$ cat src/rtl/core/blpd_pkg.sv
package blpd_pkg;

    // Field and state widths
    localparam int NUM_BUTTONS = 3;
    localparam int LPT_W       = 8;
    localparam int TIMER_W     = 16;
    localparam int WORD_W      = 13;
    localparam int CFG_INDEX_W = 1;
    localparam int CFG_DATA_W  = 8;

    // Timer loads are the long press time in tenths times this scale
    localparam logic [6:0] LOAD_SCALE = 7'd100;

    // Configuration register indexes and reset values
    localparam logic [CFG_INDEX_W-1:0] REG_LONG_PRESS_TIME     = 1'd0;
    localparam logic [CFG_INDEX_W-1:0] REG_THIRD_BUTTON_ENABLE = 1'd1;
    localparam logic [LPT_W-1:0]       LONG_PRESS_TIME_RESET   = 8'd5;
    localparam logic                   THIRD_ENABLE_RESET      = 1'b1;

    // Request operation codes
    localparam logic OP_SAMPLE = 1'b0;
    localparam logic OP_TICK   = 1'b1;

    typedef struct packed {
        logic       op;
        logic [2:0] button_levels;
        logic       ptt_level;
        logic       keypad_held;
    } req_t;

    typedef struct packed {
        logic [2:0] pressed_bits;
        logic [2:0] short_up_bits;
        logic [2:0] long_down_bits;
        logic [2:0] very_long_bits;
        logic       ptt_active;
        logic       changed;
    } rsp_t;

    // Per-button press flags
    typedef struct packed {
        logic held_extra;
        logic held_long;
        logic pressed;
    } flags_t;

    // How a sample treats a button channel
    typedef enum logic [1:0] {
        MODE_NORMAL,
        MODE_HOLD,
        MODE_RESET
    } mode_t;

    // Control from the top level to one channel
    typedef struct packed {
        logic  fire;
        logic  tick;
        mode_t mode;
        logic  enable;
        logic  level;
    } chan_ctrl_t;

    // Events one channel reports for a sample
    typedef struct packed {
        logic short_up;
        logic long_down;
        logic very_long;
    } chan_evt_t;

endpackage

$ cat src/rtl/core/blpd_channel.sv
module blpd_channel
(
    input  logic                               clk,
    input  logic                               rst_n,
    input  blpd_pkg::chan_ctrl_t               ctrl,
    input  logic [blpd_pkg::TIMER_W-1:0]       long_load,
    input  logic [blpd_pkg::TIMER_W-1:0]       extra_load,
    output blpd_pkg::chan_evt_t                report
);

    blpd_pkg::flags_t                   flags_reg;
    blpd_pkg::flags_t                   flags_next;
    blpd_pkg::flags_t                   flags_fresh;
    logic [blpd_pkg::TIMER_W-1:0]       timer_reg;
    logic [blpd_pkg::TIMER_W-1:0]       timer_next;
    logic [blpd_pkg::TIMER_W-1:0]       timer_fresh;

    // A fresh press loads the timer and clears the long flags
    always_comb
    begin
        flags_fresh = flags_reg;
        timer_fresh = timer_reg;
        if (ctrl.enable && ctrl.level && !flags_reg.pressed)
        begin
            flags_fresh = '{held_extra: 1'b0, held_long: 1'b0, pressed: 1'b1};
            timer_fresh = long_load;
        end
    end

    // Press classification for a normal sample
    always_comb
    begin
        report = '0;
        if (ctrl.mode == blpd_pkg::MODE_NORMAL && ctrl.enable && flags_fresh.pressed)
        begin
            if (ctrl.level)
            begin
                if (flags_fresh.held_long && !flags_fresh.held_extra)
                begin
                    if (timer_fresh == '0)
                        report.very_long = 1'b1;
                    else
                        report.long_down = 1'b1;
                end
                else if (flags_fresh.held_long)
                    report.very_long = 1'b1;
                else if (timer_fresh == '0)
                    report.long_down = 1'b1;
            end
            else if (!flags_fresh.held_long && timer_fresh != '0)
                report.short_up = 1'b1;
        end
    end

    // Next state of flags and timer
    always_comb
    begin
        flags_next = flags_reg;
        timer_next = timer_reg;
        if (ctrl.fire)
        begin
            if (ctrl.tick)
            begin
                if (timer_reg != '0)
                    timer_next = timer_reg - blpd_pkg::TIMER_W'(1);
            end
            else
            begin
                case (ctrl.mode)
                    blpd_pkg::MODE_RESET:
                    begin
                        if (ctrl.enable)
                        begin
                            flags_next = '{held_extra: 1'b0, held_long: 1'b0,
                                           pressed: ctrl.level};
                            timer_next = ctrl.level ? long_load : '0;
                        end
                    end
                    blpd_pkg::MODE_HOLD:
                    begin
                        flags_next = flags_fresh;
                        timer_next = timer_fresh;
                    end
                    blpd_pkg::MODE_NORMAL:
                    begin
                        flags_next = flags_fresh;
                        timer_next = timer_fresh;
                        if (ctrl.enable && flags_fresh.pressed)
                        begin
                            if (ctrl.level)
                            begin
                                if (flags_fresh.held_long && !flags_fresh.held_extra)
                                begin
                                    if (timer_fresh == '0)
                                        flags_next.held_extra = 1'b1;
                                end
                                else if (!flags_fresh.held_long && timer_fresh == '0)
                                begin
                                    flags_next.held_long = 1'b1;
                                    timer_next = extra_load;
                                end
                            end
                            else if (!flags_fresh.held_long)
                            begin
                                if (timer_fresh != '0)
                                begin
                                    flags_next = '0;
                                    timer_next = '0;
                                end
                            end
                            else
                                flags_next = '0;
                        end
                    end
                    default:
                    begin
                        flags_next = flags_reg;
                        timer_next = timer_reg;
                    end
                endcase
            end
        end
    end

    // State registers
    always_ff @(posedge clk or negedge rst_n)
    begin
        if (!rst_n)
        begin
            flags_reg <= '0;
            timer_reg <= '0;
        end
        else
        begin
            flags_reg <= flags_next;
            timer_reg <= timer_next;
        end
    end

`ifndef NO_ASSERTIONS
    // Extra long is only ever reached through long
    a_extra_needs_long: assert property (@(posedge clk) disable iff (!rst_n)
        flags_reg.held_extra |-> flags_reg.held_long)
        else $error("extra-long flag without long flag");

    // Long flags only on a pressed button
    a_long_needs_pressed: assert property (@(posedge clk) disable iff (!rst_n)
        flags_reg.held_long |-> flags_reg.pressed)
        else $error("long flag without pressed flag");

    // A tick never touches the flags
    a_tick_keeps_flags: assert property (@(posedge clk) disable iff (!rst_n)
        (ctrl.fire && ctrl.tick) |=> $stable(flags_reg))
        else $error("flags changed on a tick");
`endif

endmodule

$ cat src/rtl/core/button_long_press_detector_unit.sv
// Side-button short / long / extra-long press detector.
// Request channel (sample_valid / sample_ready / sample): each request is either
// a sample of the button levels, PTT and keypad-held flag, or one timer tick.
// Result channel (result_valid / result_ready / result): one result per sample,
// none per tick. Results come out in request order.
// Pipeline: a sample passes the request register, then the result register, and its
// result is valid once it sits in the result register.
// Throughput: one request per cycle unless a waiting result stalls a sample; the three
// button channels update in parallel from the request register, so nothing iterates.
// Stall: when the receiver holds result_ready low the result register holds;
// one more sample waits in the request register and then sample_ready drops.
// Ticks keep flowing through the request register while a result waits.
// Configuration (cfg_write / cfg_index / cfg_data) is written with no wait:
// index 0 is the long press time in tenths, index 1 enables the third button.
// Reset clears all timers, flags and the previous word, empties both
// registers, and sets the long press time to 5 and the third button enabled.
module button_long_press_detector_unit
(
    input  logic                                clk,
    input  logic                                rst_n,
    input  logic                                sample_valid,
    output logic                                sample_ready,
    input  blpd_pkg::req_t                      sample,
    output logic                                result_valid,
    input  logic                                result_ready,
    output blpd_pkg::rsp_t                      result,
    input  logic                                cfg_write,
    input  logic [blpd_pkg::CFG_INDEX_W-1:0]    cfg_index,
    input  logic [blpd_pkg::CFG_DATA_W-1:0]     cfg_data
);

    logic [blpd_pkg::LPT_W-1:0]     lpt_reg;
    logic                           third_en_reg;

    blpd_pkg::req_t                 req_reg;
    logic                           req_valid_reg;
    logic                           req_valid_next;
    logic                           advance;

    blpd_pkg::rsp_t                 rsp_reg;
    blpd_pkg::rsp_t                 rsp_next;
    logic                           rsp_valid_reg;
    logic                           rsp_valid_next;

    logic [blpd_pkg::WORD_W-1:0]    prev_word_reg;
    logic [blpd_pkg::WORD_W-1:0]    prev_word_next;
    logic                           waiting_reg;
    logic                           waiting_next;

    logic [14:0]                    long_prod;
    logic [9:0]                     lpt_x3;
    logic [8:0]                     lpt_x1p5;
    logic [blpd_pkg::TIMER_W-1:0]   long_load;
    logic [blpd_pkg::TIMER_W-1:0]   extra_load;

    logic [2:0]                     levels;
    logic [3:0]                     short_word;
    logic [blpd_pkg::WORD_W-1:0]    full_word;
    logic                           is_sample;
    blpd_pkg::mode_t                mode;

    blpd_pkg::chan_ctrl_t           chan_ctrl [blpd_pkg::NUM_BUTTONS];
    blpd_pkg::chan_evt_t            chan_evt  [blpd_pkg::NUM_BUTTONS];
    logic [2:0]                     sh_bits;
    logic [2:0]                     lg_bits;
    logic [2:0]                     xl_bits;

    // Configuration registers
    always_ff @(posedge clk or negedge rst_n)
    begin
        if (!rst_n)
        begin
            lpt_reg      <= blpd_pkg::LONG_PRESS_TIME_RESET;
            third_en_reg <= blpd_pkg::THIRD_ENABLE_RESET;
        end
        else if (cfg_write)
        begin
            case (cfg_index)
                blpd_pkg::REG_LONG_PRESS_TIME:     lpt_reg      <= cfg_data;
                blpd_pkg::REG_THIRD_BUTTON_ENABLE: third_en_reg <= cfg_data[0];
                default:                           lpt_reg      <= lpt_reg;
            endcase
        end
    end

    // Timer load values: time*100 and ((time*3)>>1)*100
    assign long_prod  = {7'd0, lpt_reg} * {8'd0, blpd_pkg::LOAD_SCALE};
    assign long_load  = {1'b0, long_prod};
    assign lpt_x3     = {2'b00, lpt_reg} + {1'b0, lpt_reg, 1'b0};
    assign lpt_x1p5   = lpt_x3[9:1];
    assign extra_load = {7'd0, lpt_x1p5} * {9'd0, blpd_pkg::LOAD_SCALE};

    // Request register handshake; a tick never needs the result register
    assign is_sample    = (req_reg.op == blpd_pkg::OP_SAMPLE);
    assign advance      = req_valid_reg && (!is_sample || !rsp_valid_reg || result_ready);
    assign sample_ready = !req_valid_reg || advance;

    always_comb
    begin
        req_valid_next = req_valid_reg;
        if (sample_valid && sample_ready)
            req_valid_next = 1'b1;
        else if (advance)
            req_valid_next = 1'b0;
    end

    always_ff @(posedge clk or negedge rst_n)
    begin
        if (!rst_n)
            req_valid_reg <= 1'b0;
        else
            req_valid_reg <= req_valid_next;
    end

    always_ff @(posedge clk)
    begin
        if (sample_valid && sample_ready)
            req_reg <= sample;
    end

    // Sample decode: levels, short word and channel mode
    assign levels     = req_reg.button_levels & {third_en_reg, 2'b11};
    assign short_word = {req_reg.ptt_level, levels};

    always_comb
    begin
        mode = blpd_pkg::MODE_NORMAL;
        if (short_word != '0 || waiting_reg)
        begin
            if (req_reg.keypad_held)
                mode = blpd_pkg::MODE_RESET;
            else if (waiting_reg)
            begin
                if ({9'd0, short_word} != prev_word_reg)
                    mode = blpd_pkg::MODE_RESET;
                else
                    mode = blpd_pkg::MODE_HOLD;
            end
        end
    end

    // Button channels
    for (genvar b = 0; b < blpd_pkg::NUM_BUTTONS; b++)
    begin : g_chan
        assign chan_ctrl[b].fire   = advance;
        assign chan_ctrl[b].tick   = !is_sample;
        assign chan_ctrl[b].mode   = mode;
        assign chan_ctrl[b].enable = (b < blpd_pkg::NUM_BUTTONS - 1) ? 1'b1 : third_en_reg;
        assign chan_ctrl[b].level  = levels[b];

        blpd_channel u_chan
        (
            .clk        (clk),
            .rst_n      (rst_n),
            .ctrl       (chan_ctrl[b]),
            .long_load  (long_load),
            .extra_load (extra_load),
            .report     (chan_evt[b])
        );

        assign sh_bits[b] = chan_evt[b].short_up;
        assign lg_bits[b] = chan_evt[b].long_down;
        assign xl_bits[b] = chan_evt[b].very_long;
    end

    assign full_word = {xl_bits, lg_bits, sh_bits, short_word};

    // Result, previous word and wait flag for a sample
    always_comb
    begin
        rsp_next                 = '0;
        rsp_next.pressed_bits    = levels;
        rsp_next.ptt_active      = req_reg.ptt_level;
        prev_word_next           = prev_word_reg;
        waiting_next             = waiting_reg;
        case (mode)
            blpd_pkg::MODE_RESET:
            begin
                prev_word_next   = {9'd0, short_word};
                waiting_next     = req_reg.keypad_held;
                rsp_next.changed = !req_reg.keypad_held;
            end
            blpd_pkg::MODE_HOLD:
            begin
                rsp_next.changed = 1'b0;
            end
            blpd_pkg::MODE_NORMAL:
            begin
                rsp_next.short_up_bits  = sh_bits;
                rsp_next.long_down_bits = lg_bits;
                rsp_next.very_long_bits = xl_bits;
                rsp_next.changed        = (full_word != prev_word_reg);
                prev_word_next          = full_word;
            end
            default:
            begin
                rsp_next.changed = 1'b0;
            end
        endcase
    end

    always_ff @(posedge clk or negedge rst_n)
    begin
        if (!rst_n)
        begin
            prev_word_reg <= '0;
            waiting_reg   <= 1'b0;
        end
        else if (advance && is_sample)
        begin
            prev_word_reg <= prev_word_next;
            waiting_reg   <= waiting_next;
        end
    end

    // Result register
    always_comb
    begin
        rsp_valid_next = rsp_valid_reg;
        if (advance && is_sample)
            rsp_valid_next = 1'b1;
        else if (result_ready)
            rsp_valid_next = 1'b0;
    end

    always_ff @(posedge clk or negedge rst_n)
    begin
        if (!rst_n)
            rsp_valid_reg <= 1'b0;
        else
            rsp_valid_reg <= rsp_valid_next;
    end

    always_ff @(posedge clk)
    begin
        if (advance && is_sample)
            rsp_reg <= rsp_next;
    end

    assign result_valid = rsp_valid_reg;
    assign result       = rsp_reg;

`ifndef NO_ASSERTIONS
    // A button is never both long and extra long in one result
    a_long_extra_excl: assert property (@(posedge clk) disable iff (!rst_n)
        rsp_valid_reg |-> ((rsp_reg.long_down_bits & rsp_reg.very_long_bits) == 3'b000))
        else $error("long and extra-long on the same button");

    // Long and extra long only on a button that is down
    a_long_on_pressed: assert property (@(posedge clk) disable iff (!rst_n)
        rsp_valid_reg |-> (((rsp_reg.long_down_bits | rsp_reg.very_long_bits)
                            & ~rsp_reg.pressed_bits) == 3'b000))
        else $error("long report on a released button");

    // Short release only on a button that is up
    a_short_on_released: assert property (@(posedge clk) disable iff (!rst_n)
        rsp_valid_reg |-> ((rsp_reg.short_up_bits & rsp_reg.pressed_bits) == 3'b000))
        else $error("short release on a pressed button");

    // A tick leaves the result register alone
    a_tick_no_result: assert property (@(posedge clk) disable iff (!rst_n)
        (advance && !is_sample && !rsp_valid_reg) |=> !rsp_valid_reg)
        else $error("tick produced a result");
`endif

endmodule

$ cat config.mk
export PLATFORM = sky130hd
export DESIGN_NAME = button_long_press_detector_unit
export DESIGN_NICKNAME = d
export VERILOG_FILES = /design/src/rtl/core/blpd_pkg.sv /design/src/rtl/core/blpd_channel.sv /design/src/rtl/core/button_long_press_detector_unit.sv
export SDC_FILE = /design/constraint.sdc
export NUM_CORES = 1
export LEC_CHECK = 0
export BUFFER_PORTS_ARGS = -buffer_cell sky130_fd_sc_hd__clkbuf_2
export CORE_ASPECT_RATIO = 1.75
export CORE_MARGIN = 1.5
export CORE_UTILIZATION = 45
export CTS_BUF_LIST = sky130_fd_sc_hd__clkbuf_16
export CTS_CLUSTER_SIZE = 10
export DETAILED_ROUTE_END_ITERATION = 8
export MAX_ROUTING_LAYER = met4
export PLACE_DENSITY = 0.67
export SLEW_MARGIN = 25
export SYNTH_ARGS = -nofsm -noshare
export SYNTH_HDL_FRONTEND = slang
export SYNTH_SLANG_ARGS = --single-unit
$ cat constraint.sdc
create_clock -name clk -period 10.45 [get_ports clk]
set_input_delay 0.5225 -clock clk [delete_from_list [all_inputs] [get_ports clk]]
set_output_delay 0.5225 -clock clk [all_outputs]
set_load 0.05 [all_outputs]
==> results of run 1 <==
## power groups by stage
stage / registers [W] / logic (W) / clock network [W]
floorplan: 0.000594 / 0.00119 / 0
global placement: 0.000691 / 0.00174 / 0
detailed placement: 0.000692 / 0.00174 / 0
CTS: 0.000684 / 0.00175 / 0.000346
global route: 0.000703 / 0.00195 / 0.000357
finish: 0.000694 / 0.00183 / 0.000342
## cells by family (layout without fill, tap and decap cells)
family / after synthesis / count (layout) / share of synthesized area
simple gates: 416 / 416 / 0.206
mux: 17 / 17 / 0.0189
compound gates: 426 / 426 / 0.301
flops: 102 / 102 / 0.275
buf+inv: 147 / 139 / 0.0592
fa+ha+maj: 77 / 77 / 0.110
xor+xnor: 34 / 34 / 0.0308
## critical path, cell delays in order, from the launching register on
cell	delay, ns
sky130_fd_sc_hd__dfstp_2	0.69
sky130_fd_sc_hd__ha_1	0.25
sky130_fd_sc_hd__inv_1	0.07
sky130_fd_sc_hd__fa_1	0.60
sky130_fd_sc_hd__inv_1	0.14
sky130_fd_sc_hd__ha_1	0.32
sky130_fd_sc_hd__inv_1	0.05
sky130_fd_sc_hd__fa_1	0.44
sky130_fd_sc_hd__nand2b_1	0.23
sky130_fd_sc_hd__a21o_1	0.24
sky130_fd_sc_hd__nand4_1	0.12
sky130_fd_sc_hd__nand4_1	0.55
sky130_fd_sc_hd__o31ai_1	0.78
sky130_fd_sc_hd__and2_0	0.54
sky130_fd_sc_hd__a31oi_1	0.39
sky130_fd_sc_hd__a2bb2oi_1	0.24
sky130_fd_sc_hd__a31oi_1	0.21
## cells in the mapped netlist (8+ instances only)
master | instances | area [um2]
sky130_fd_sc_hd__mux2_2 | 10 | 113
sky130_fd_sc_hd__nor2_1 | 101 | 379
sky130_fd_sc_hd__nand2_1 | 140 | 526
sky130_fd_sc_hd__nand2b_1 | 16 | 100
sky130_fd_sc_hd__and3_1 | 9 | 56.3
sky130_fd_sc_hd__clkbuf_1 | 66 | 248
sky130_fd_sc_hd__nor4_1 | 8 | 50.1
sky130_fd_sc_hd__o21a_1 | 13 | 97.6
sky130_fd_sc_hd__dfrtp_1 | 79 | 1980
sky130_fd_sc_hd__or3_1 | 13 | 81.3
sky130_fd_sc_hd__fa_1 | 13 | 260
sky130_fd_sc_hd__nor3_1 | 36 | 180
sky130_fd_sc_hd__o21ai_0 | 91 | 455
sky130_fd_sc_hd__edfxtp_1 | 20 | 601
sky130_fd_sc_hd__nand4_1 | 13 | 81.3
sky130_fd_sc_hd__xor2_1 | 13 | 114
sky130_fd_sc_hd__a221oi_1 | 31 | 272
sky130_fd_sc_hd__a31oi_1 | 23 | 144
sky130_fd_sc_hd__o31ai_1 | 15 | 113
sky130_fd_sc_hd__o211ai_1 | 10 | 75.1
sky130_fd_sc_hd__a311oi_1 | 9 | 78.8
sky130_fd_sc_hd__a221o_1 | 9 | 90.1
sky130_fd_sc_hd__a21oi_1 | 87 | 435
sky130_fd_sc_hd__o22ai_1 | 19 | 119
sky130_fd_sc_hd__a21o_1 | 11 | 82.6
sky130_fd_sc_hd__xnor2_1 | 21 | 184
sky130_fd_sc_hd__nand3_1 | 37 | 185
sky130_fd_sc_hd__inv_1 | 69 | 259
sky130_fd_sc_hd__ha_1 | 64 | 801
sky130_fd_sc_hd__a211o_1 | 10 | 87.6
sky130_fd_sc_hd__a22oi_1 | 8 | 60.1
sky130_fd_sc_hd__a2bb2oi_1 | 11 | 96.3
## metal layers
metal  global-route usage  up-vias
met4                0.241        0
met5                    -        -
met2                0.606      613
met3               0.0572      208
li1                     -     4548
met1                0.381     4808
## through the flow
stage               total power [W]  setup WS, ns  std cells  hold WS, ns
finish                      0.00286          4.50       1463        0.125
global route                0.00301          4.28       1463        0.165
CTS                         0.00279          4.55       1463        0.143
detailed placement          0.00244          4.62       1447        0.515
global placement            0.00243          4.58       1447        0.488
floorplan                   0.00179          5.99       1219        0.227
## layout make-up
| cell class | instances | area (um2) |
|---|---|---|
| fillers | 2058 | 10700 |
| well taps | 252 | 315 |
| clock buffers | 10 | 250 |
| repair buffers | 54 | 320 |
| clock inverters | 6 | 33.8 |
| multi-input cells | 970 | 6470 |
| flip-flops and latches | 102 | 2660 |
| inverters | 69 | 259 |
## path summary, 6_finish.rpt
kind                                                       to  slack (ns)  cells past startpoint
worst max register to register  g_chan[2].u_chan.timer_reg[4]        4.50                     16
worst min register to register  g_chan[0].u_chan.timer_reg[0]        0.52                      1
worst min-delay path                               lpt_reg[4]        0.13                      1
min in group clk                                   req_reg[2]        0.32                      1
worst max-delay path            g_chan[2].u_chan.timer_reg[4]        4.50                     16
max in group asynchronous                   prev_word_reg[11]        9.24                      2
==> run summary, run 1 <==
## Run status
* **status** finished, final reports clean

## Detailed routing
* **iteration count of the initial detailed-routing pass** 8
* **violation count after the first detailed-route iteration** 1150
* **total length of routed met2 wires** 18.9 mm
* **routed wire length** 38.5 mm
* **wire per inst** 26.3 um
* **final routed DRC violation total** 0
* **met3 WL** 3.04 mm
* **Vias** 10177
* **uppermost metal layer occupied by signal nets** met4
* **wire length the detailed router placed on met1** 13.2 mm
* **number of nets still failing antenna checks after routing** 0
* **number of vias per cell** 6.96

## Worst setup path
* **critical path startpoint category** register
* **reg-to-reg critical path startpoint** lpt_reg[0]
* **critical path data required time** 10.74 ns
* **critical path capture point type** register
* **arrival time at the worst endpoint** 6.24 ns
* **start-to-end type of the worst setup path** register to register
* **CP max FO** 10
* **critical path startpoint** lpt_reg[0]

## Clocking
* **TritonCTS clock tree** yes
* **clock network latency to the later pin of the worst-skew pair** 0.38 ns
* **Num CTS Buffers** 9
* **number of sinks handled by clock tree synthesis** 102
* **Root Buffer** sky130_fd_sc_hd__clkbuf_16
* **Post-CTS Setup Repair Bufs** 0
* **number of H-tree levels** 3
* **maximum buffer depth of the clock tree** 2
* **CTS Hold Buffers Added** 0
* **PostCTS Resize Cnt** 0
* **clock transition at the registers of the reported paths** 0.08 ns

## Final layout
* **synth-to-layout area growth** 6.54%
* **ratio of cells with drive above 1 in the final layout** 0.0867
* **total inserted antenna cells** 0
* **layout net count** 1303
* **Final Cell Area** 10300 um2
* **most common cell after layout, fill and taps aside** sky130_fd_sc_hd__nand2_1
* **most frequent cells in the layout** sky130_fd_sc_hd__nand2_1, sky130_fd_sc_hd__nor2_1, sky130_fd_sc_hd__o21ai_0
* **core utilization of the finished layout** 0.490
* **number of flip-flops under the largest register name** 48

## Synth
* **commonest register cell after synthesis** sky130_fd_sc_hd__dfrtp_1
* **synthesized instance count** 1219
* **library cells used by synthesis** 83
* **Post-Syn Area per Cell** 7.94 um2
* **total of flip-flops plus latches after synthesis** 102
* **warning count from the yosys run** 0
* **summed instance area of the synthesized netlist** 9670 um2
* **share of flip-flops with an asynchronous set or reset** 0.804
* **number of nets produced by synthesis** 1316
* **sequential cell area fraction in the yosys report** 0.275
* **number of synthesized flops with an enable pin** 20

## Timing
* **transition at the pin with the smallest max-transition slack** 1.06 ns
* **RSZ-0062 raised after global routing** false
* **final hold violations** 0
* **final setup violating endpoints** 0
* **worst-case clock skew** 0.0148 ns
* **upper clock frequency limit** 168 MHz
* **fin crit share** 0.569
* **Slew Limit Headroom** 0.281
* **setup total negative slack** 0 ns
* **fin. max-slew vios** 0
* **final critical-path required period** 5.95 ns

## Run
* **number of maximum-capacitance violations** 0

## GRT
* **first-pass GRT wire length** 58.2 mm
* **pin count of the biggest net entering global routing** 73
* **number of global-route vias before repair** 9692
* **antenna violations before repair** 0
* **total global routing track utilization** 0.358
* **total overflow reported by the global router** 0

## Pwr
* **leakage power total** 4.28 nW
* **relative contribution of sequential cells to total power** 0.242
* **proportion of total power due to net switching** 0.559
* **switching power** 0.00160 W
* **Int Power** 0.00126 W
* **Clock power frac** 0.120
* **peak ir drop on the vdd network** 0.361 mV
* **power density normalized to cell area** 278 nW/um2
* **fraction of power consumed by combinational cells** 0.638

## Die
* **die extent in x** 114 um
* **area of the core region** 21000 um2
* **count of pins on the block boundary** 36
* **Placement Rows** 70
* **die outline height** 197 um
* **area of the die** 22400 um2
* **Starting Density** 0.460

## Place
* **GP Congestion** 1.04
* **post-DP HPWL** 28.2 mm
* **buffers added on ports** 35
* **instance area at placement** 10000 um2

## Hold path
* **Hold WC Path Type** input pin to async pin

Power figures use the tool's default switching activity.
==> run 2, diff against run 1 <==
--- a/config.mk
+++ b/config.mk
@@ -5,6 +5,7 @@
 export SDC_FILE = /design/constraint.sdc
 export NUM_CORES = 1
 export LEC_CHECK = 0
+export ABC_AREA = 1
 export BUFFER_PORTS_ARGS = -buffer_cell sky130_fd_sc_hd__clkbuf_2
 export CORE_ASPECT_RATIO = 1.75
 export CORE_MARGIN = 1.5
==> constraint.sdc (replaced) <==
create_clock -name clk -period 5.7 [get_ports clk]
set_input_delay 0.285 -clock clk [delete_from_list [all_inputs] [get_ports clk]]
set_output_delay 0.285 -clock clk [all_outputs]
set_load 0.05 [all_outputs]
==> run 2 against run 1 <==
Synthesized cell count up 31%. Clock power up 110%. Total power is 99% higher. Setup slack worse by 3.8 ns. Fmax up 19%. Synthesized area rose by 6.1%. Design area is 6.4% higher. Clock skew is 0.0055 ns lower. Critical path depth rose by 7. Largest cell class unchanged.
==> run summary, run 2 <==
## Detailed routing
* **final routed DRC violation total** 0, unchanged
* **iteration count of the initial detailed-routing pass** 7, -1
* **Vias** 10958, +7.7%
* **wire per inst** 18.9 um, -28%
* **routed wire length** 36.1 mm, -6.0%
* **number of vias per cell** 5.75, -17%
* **violation count after the first detailed-route iteration** 974, -15%
* **number of nets still failing antenna checks after routing** 0, unchanged

## Synth
* **leading area contributor after synthesis** sky130_fd_sc_hd__dfrtp_1
* **synthesized instance count** 1599, +31%
* **warning count from the yosys run** 0, unchanged
* **number of nets produced by synthesis** 1696, +29%
* **total of flip-flops plus latches after synthesis** 102, unchanged
* **summed instance area of the synthesized netlist** 10300 um2, +6.1%
* **share of flip-flops with an asynchronous set or reset** 0.804, unchanged
* **top-area cell type share of the netlist area** 0.193, -0.0118
* **number of synthesized flops with an enable pin** 20, unchanged
* **sequential cell area fraction in the yosys report** 0.259, -0.0158
* **most common library cells after synthesis** sky130_fd_sc_hd__nand2_1, sky130_fd_sc_hd__inv_1, sky130_fd_sc_hd__nor2_1, sky130_fd_sc_hd__o21ai_0, sky130_fd_sc_hd__nand3_1
* **library cells used by synthesis** 50, -40%
* **top post-synthesis cells by area** sky130_fd_sc_hd__dfrtp_1, sky130_fd_sc_hd__nand2_1, sky130_fd_sc_hd__inv_1
* **count leader, synth** sky130_fd_sc_hd__nand2_1
* **Post-Syn Area per Cell** 6.42 um2, -19%
* **commonest register cell after synthesis** sky130_fd_sc_hd__dfrtp_1

## Run
* **number of maximum-capacitance violations** 0, unchanged

## Final layout
* **Post-Layout Cell Count** 1907, +30%
* **layout net count** 1699, +30%
* **core utilization of the finished layout** 0.486, -0.00408
* **total inserted antenna cells** 0, unchanged
* **synth-to-layout area growth** 6.86%
* **ratio of cells with drive above 1 in the final layout** 0.0672, -0.0195
* **most common cell after layout, fill and taps aside** sky130_fd_sc_hd__nand2_1
* **number of flip-flops under the largest register name** 48, unchanged
* **Final Cell Area** 11000 um2, +6.4%
* **most frequent cells in the layout** sky130_fd_sc_hd__nand2_1, sky130_fd_sc_hd__inv_1, sky130_fd_sc_hd__nor2_1

## Die
* **die extent in x** 117 um, +2.9%
* **area of the core region** 22600 um2, +7.3%
* **count of pins on the block boundary** 36, unchanged
* **Starting Density** 0.455, -0.00519
* **Placement Rows** 73, +4.3%
* **die outline height** 203 um, +3.0%
* **area of the die** 23800 um2, +6.0%

## Worst setup path
* **cell family with the largest share of critical-path delay** adder cells
* **dominant cell type by count on the critical path** sky130_fd_sc_hd__nand2_1
* **CP max FO** 5, -5
* **CP bufs+invs** 4, +1
* **slowest library cell on the worst path** sky130_fd_sc_hd__xor2_1
* **sequence of cells on the critical path** ha_1 -> inv_1 -> fa_1 -> o21ai_0 -> xnor2_1 -> inv_1 -> ha_1 -> ha_1 -> inv_1 -> fa_1 -> inv_1 -> ha_1 -> nand2_1 -> o21ai_0 -> nand2_1 -> o2111ai_1 -> xor2_1 -> o21ai_0 -> nand2_1 -> nand3_1 -> nand2_1 -> nand3_1 -> nand2_1
* **Slowest Stage Delay on Critical Path** 0.58 ns, -0.20 ns
* **critical path data required time** 6.03 ns, -4.71 ns
* **critical path startpoint category** register
* **arrival time at the worst endpoint** 5.34 ns, -0.90 ns
* **endpoint of the lowest-slack register-to-register path** g_chan[1].u_chan.timer_reg[15]
* **start-to-end type of the worst setup path** register to register
* **critical path capture point type** register
* **logic depth of the worst register-to-register path** 23, +7
* **reg-to-reg critical path startpoint** lpt_reg[0]
* **register-to-register setup slack** 0.69 ns, -3.82 ns

## Hold path
* **worst-case hold path end point** req_reg[0]
* **Hold WC Path Type** input pin to register
* **cell depth of the worst hold path** 1
* **startpoint of the worst hold path** sample[0]

## GRT
* **first-pass GRT wire length** 56.7 mm, -2.5%
* **total overflow reported by the global router** 0, unchanged
* **antenna violations before repair** 0, unchanged
* **pin count of the biggest net entering global routing** 57, -22%
* **total global routing track utilization** 0.326, -0.0324
* **number of global-route vias before repair** 10578, +9.1%

## Timing
* **final hold violations** 0, unchanged
* **final setup violating endpoints** 0, unchanged
* **Slew Limit Headroom** 0.311, +0.0296
* **final-layout worst hold slack** 0.0685 ns, -0.0569 ns
* **worst-case clock skew** 0.00926 ns, -0.00553 ns
* **upper clock frequency limit** 199 MHz, +19%
* **transition at the pin with the smallest max-transition slack** 1.03 ns, -0.0324 ns
* **fin. max-slew vios** 0, unchanged
* **setup total negative slack** 0 ns, unchanged
* **RSZ-0062 raised after global routing** false
* **final critical-path required period** 5.01 ns, -0.933 ns
* **fin crit share** 0.880, +0.311

## Place
* **instance area at placement** 10600 um2, +6.3%
* **Post-Place Cells** 1890, +31%
* **GP Congestion** 0.974, -6.5%
* **post-DP HPWL** 27.2 mm, -3.5%
* **buffers added on ports** 35, unchanged

## Clocking
* **maximum buffer depth of the clock tree** 2, unchanged
* **number of sinks handled by clock tree synthesis** 102, unchanged
* **PostCTS Resize Cnt** 0, unchanged
* **clock transition at the registers of the reported paths** 0.08 ns, about the same
* **Root Buffer** sky130_fd_sc_hd__clkbuf_16
* **clock network latency to the later pin of the worst-skew pair** 0.39 ns, about the same
* **TritonCTS clock tree** yes
* **number of H-tree levels** 3, unchanged
* **Num CTS Buffers** 9, unchanged

## Pwr
* **peak ir drop on the vdd network** 0.320 mV, -11%
* **power density normalized to cell area** 519 nW/um2, +87%
* **leakage power total** 5.62 nW, +31%

## Run status
* **status** finished, final reports clean

## run 2: final cells by class
cell class,instances,area (um2)
clock buffer,9,225
clock inverter,7,96.3
fill,2394,11600
inverter,232,871
multi-input combinational,1208,6460
sequential,102,2660
tap,300,375
timing repair buffer,49,285
## run 2: cell families (layout without fill, tap and decap cells)
kind of cell             Yosys count  in the layout  synth area share
AND/OR/NAND/NOR                  763            763             0.307
AO/OA/AOI/OAI                    343            343             0.197
multiplexers                       1              1           0.00110
buffers and inverters            289            297             0.112
adder cells (fa/ha/maj)           77             77             0.103
XOR/XNOR                          24             24            0.0205
flip-flops                       102            102             0.259
## run 2: repair_timing
item / in CTS / in global routing
endpoints found under the hold margin: 23 / 0
buffers inserted: 0 / 0
hold buffers: 1 / 0
setup endpoints to repair: 0 / 0
## run 2: worst max path at each step
stage	from	end	slack, ns	cells after the start
2_1_floorplan	lpt_reg[0]	g_chan[1].u_chan.timer_reg[14]	1.32	22
3_3_place_gp	lpt_reg[0]	g_chan[1].u_chan.timer_reg[15]	0.73	23
3_5_place_dp	lpt_reg[0]	g_chan[1].u_chan.timer_reg[15]	0.71	23
4_1_cts	lpt_reg[0]	g_chan[2].u_chan.timer_reg[15]	0.69	23
5_1_grt	lpt_reg[2]	g_chan[1].u_chan.timer_reg[13]	0.27	21
6_report	lpt_reg[0]	g_chan[1].u_chan.timer_reg[15]	0.69	23
## run 2: per-layer routing
metal | routed length (um) | global-route usage | up-vias | share of wire
met3 | 2280 | 0.0555 | 168 | 0.063
met4 | 3380 | 0.262 | 0 | 0.094
met5 | 0 | - | - | 0
li1 | - | - | 5267 | -
met1 | 13100 | 0.347 | 5033 | 0.36
met2 | 17300 | 0.520 | 490 | 0.48
## run 2: per-stage QoR
step | worst slack (ns) | total power [W]
2_1_floorplan | 1.32 | 0.00357
3_5_place_dp | 0.705 | 0.00488
6_report | 0.686 | 0.00569
4_1_cts | 0.687 | 0.00561
3_3_place_gp | 0.730 | 0.00485
5_1_grt | 0.270 | 0.00608
## run 2: power breakdown
part           total [W]  switching [W]  internal [W]
Combinational    0.00392        0.00280       0.00112
Clock           0.000708       0.000321      0.000387
Sequential       0.00107       0.000179      0.000886
==> run 3, diff against run 2 <==
--- a/config.mk
+++ b/config.mk
@@ -15,6 +15,7 @@
 export DETAILED_ROUTE_END_ITERATION = 8
 export MAX_ROUTING_LAYER = met4
 export PLACE_DENSITY = 0.67
+export SETUP_SLACK_MARGIN = 0.2
 export SLEW_MARGIN = 25
 export SYNTH_ARGS = -nofsm -noshare
 export SYNTH_HDL_FRONTEND = slang
==> constraint.sdc (replaced) <==
create_clock -name clk -period 5.7 [get_ports clk]
set_input_delay 1.14 -clock clk [delete_from_list [all_inputs] [get_ports clk]]
set_output_delay 1.14 -clock clk [all_outputs]
set_load 0.05 [all_outputs]
==> run 3 against run 2 <==
Wire length about the same. Non-clock buffer count down 1. Utilization about the same. Cell count about the same. Global-route usage unchanged. First-iteration DRC count down 3.0%. Flip-flop and latch count unchanged. Clock skew about the same.
==> run summary, run 3 (synthesized netlist as in run 2, its figures left out) <==
## Timing
* **final critical-path required period** 5.04 ns, +0.0270 ns
* **fin crit share** 0.884, +0.00473
* **Slew Limit Headroom** 0.317, +0.00654
* **worst-case clock skew** 0.00961 ns, +0.000346 ns
* **upper clock frequency limit** 198 MHz, -0.54%
* **setup total negative slack** 0 ns, unchanged
* **Worst Slack Setup Final** 0.659 ns, -0.0270 ns
* **final-layout worst hold slack** 0.492 ns, +0.424 ns
* **final setup violating endpoints** 0, unchanged
* **RSZ-0062 raised after global routing** false
* **transition at the pin with the smallest max-transition slack** 1.02 ns, -0.0130 ns
* **fin. max-slew vios** 0, unchanged
* **final hold violations** 0, unchanged

## Final layout
* **ratio of cells with drive above 1 in the final layout** 0.0672, about the same
* **filler cell count** 2395, +0.042%
* **most frequent cells in the layout** sky130_fd_sc_hd__nand2_1, sky130_fd_sc_hd__inv_1, sky130_fd_sc_hd__nor2_1
* **most common cell after layout, fill and taps aside** sky130_fd_sc_hd__nand2_1
* **core utilization of the finished layout** 0.486, about the same
* **synth-to-layout area growth** 6.76%, about the same
* **Final Cell Area** 11000 um2, about the same
* **number of flip-flops under the largest register name** 48, unchanged
* **total inserted antenna cells** 0, unchanged
* **layout net count** 1698, -0.059%

## Clocking
* **PostCTS Resize Cnt** 0, unchanged
* **number of H-tree levels** 3, unchanged
* **clock network latency to the later pin of the worst-skew pair** 0.39 ns, about the same
* **Num CTS Buffers** 9, unchanged
* **TritonCTS clock tree** yes
* **Post-CTS Setup Repair Bufs** 0, unchanged
* **Root Buffer** sky130_fd_sc_hd__clkbuf_16
* **clock transition at the registers of the reported paths** 0.07 ns, about the same
* **maximum buffer depth of the clock tree** 2, unchanged
* **CTS Hold Buffers Added** 0, -1
* **number of sinks handled by clock tree synthesis** 102, unchanged

## Worst setup path
* **critical path startpoint category** register
* **arrival time at the worst endpoint** 5.37 ns, +0.03 ns
* **CP max FO** 5, unchanged
* **critical path data required time** 6.03 ns, about the same
* **critical path capture point type** register
* **register-to-register setup slack** 0.66 ns, -0.03 ns
* **logic depth of the worst register-to-register path** 23, unchanged
* **reg-to-reg critical path startpoint** lpt_reg[0]
* **endpoint of the lowest-slack register-to-register path** g_chan[1].u_chan.timer_reg[15]
* **start-to-end type of the worst setup path** register to register

## GRT
* **number of global-route vias before repair** 10578, unchanged
* **pin count of the biggest net entering global routing** 57, unchanged
* **antenna violations before repair** 0, unchanged
* **total overflow reported by the global router** 0, unchanged
* **first-pass GRT wire length** 56.7 mm, unchanged
* **total global routing track utilization** 0.326, unchanged

## Place
* **GP Congestion** 0.974, unchanged
* **instance area at placement** 10600 um2, unchanged
* **buffers added on ports** 35, unchanged
* **post-DP HPWL** 27.2 mm, unchanged
* **worst slack at placement** 0.705 ns, unchanged

## Die
* **area of the core region** 22600 um2, unchanged
* **count of pins on the block boundary** 36, unchanged
* **Placement Rows** 73, unchanged
* **die outline height** 203 um, unchanged
* **die extent in x** 117 um, unchanged
* **Starting Density** 0.455, unchanged
* **area of the die** 23800 um2, unchanged

## Pwr
* **power density normalized to cell area** 520 nW/um2, +0.24%
* **peak ir drop on the vdd network** 0.327 mV, +2.1%
* **leakage power total** 5.61 nW, about the same

## Detailed routing
* **number of nets still failing antenna checks after routing** 0, unchanged
* **iteration count of the initial detailed-routing pass** 7, unchanged
* **wire per inst** 19.0 um, about the same
* **violation count after the first detailed-route iteration** 945, -3.0%
* **number of vias per cell** 5.74, -0.12%
* **routed wire length** 36.1 mm, about the same
* **final routed DRC violation total** 0, unchanged
* **Vias** 10939, -0.17%

## Hold path
* **worst-case hold path end point** g_chan[0].u_chan.flags_reg[1]
* **cell depth of the worst hold path** 2, +1
* **Hold WC Path Type** register to register
* **startpoint of the worst hold path** g_chan[0].u_chan.flags_reg[1]

## Run
* **number of maximum-capacitance violations** 0, unchanged

## Run status
* **status** finished, final reports clean

run 3: cell types whose count changed in the layout (fill, tap and decap cells not counted):
cell / change
sky130_fd_sc_hd__dlygate4sd3_1: -1
run 3: where the power goes:
| group | switching [W] | total (W) | internal [W] |
|---|---|---|---|
| Clock | 0.000323 | 0.000711 | 0.000387 |
| Combinational | 0.00280 | 0.00393 | 0.00112 |
| Sequential | 0.000180 | 0.00107 | 0.000886 |
| Total | 0.00331 | 0.00570 | 0.00239 |
run 3: layout make-up:
cell class                      instances  area, um2  share of cell area
Multi-Input combinational cell       1208       6460               0.589
Timing Repair Buffer                   48        275              0.0251
Inverter                              232        871              0.0795
Clock buffer                            9        225              0.0205
Sequential cell                       102       2660               0.242
Clock inverter                          7       96.3             0.00879
Tap cell                              300        375              0.0342
run 3: worst max-delay path by stage:
| stage | from | endpoint | slack, ns |
|---|---|---|---|
| floorplan | lpt_reg[0] | g_chan[1].u_chan.timer_reg[14] | 1.32 |
| global placement | lpt_reg[0] | g_chan[1].u_chan.timer_reg[15] | 0.73 |
| detailed placement | lpt_reg[0] | g_chan[1].u_chan.timer_reg[15] | 0.71 |
| CTS | lpt_reg[0] | g_chan[2].u_chan.timer_reg[15] | 0.69 |
| global route | lpt_reg[2] | g_chan[1].u_chan.timer_reg[13] | 0.27 |
| finish | lpt_reg[0] | g_chan[1].u_chan.timer_reg[15] | 0.66 |
run 3: critical path: stages, from the launching register on:
cell and delay [ns]:
sky130_fd_sc_hd__dfstp_2 0.57, sky130_fd_sc_hd__ha_1 0.20, sky130_fd_sc_hd__inv_1 0.06, sky130_fd_sc_hd__fa_1 0.39
sky130_fd_sc_hd__o21ai_0 0.29, sky130_fd_sc_hd__xnor2_1 0.15, sky130_fd_sc_hd__inv_1 0.09, sky130_fd_sc_hd__ha_1 0.29
sky130_fd_sc_hd__ha_1 0.28, sky130_fd_sc_hd__inv_1 0.05, sky130_fd_sc_hd__fa_1 0.52, sky130_fd_sc_hd__inv_1 0.04
sky130_fd_sc_hd__ha_1 0.37, sky130_fd_sc_hd__nand2_1 0.09, sky130_fd_sc_hd__o21ai_0 0.23, sky130_fd_sc_hd__nand2_1 0.08
sky130_fd_sc_hd__o2111ai_1 0.09, sky130_fd_sc_hd__xor2_1 0.61, sky130_fd_sc_hd__o21ai_0 0.19, sky130_fd_sc_hd__nand2_1 0.09
sky130_fd_sc_hd__nand3_1 0.07, sky130_fd_sc_hd__nand2_1 0.07, sky130_fd_sc_hd__nand3_1 0.06, sky130_fd_sc_hd__nand2_1 0.07
run 3: layer usage:
metal | wire length [um] | track usage | up-vias
li1 | - | - | 5269
met1 | 13000 | 0.347 | 5013
met2 | 17300 | 0.520 | 492
met3 | 2460 | 0.0555 | 165
met4 | 3400 | 0.262 | 0
met5 | 0 | - | -
run 3: through the flow:
stage	total power (W)	std cells
floorplan	0.00357	1599
detailed placement	0.00488	1890
finish	0.00570	1906
global placement	0.00485	1890
global route	0.00608	1906
CTS	0.00561	1906
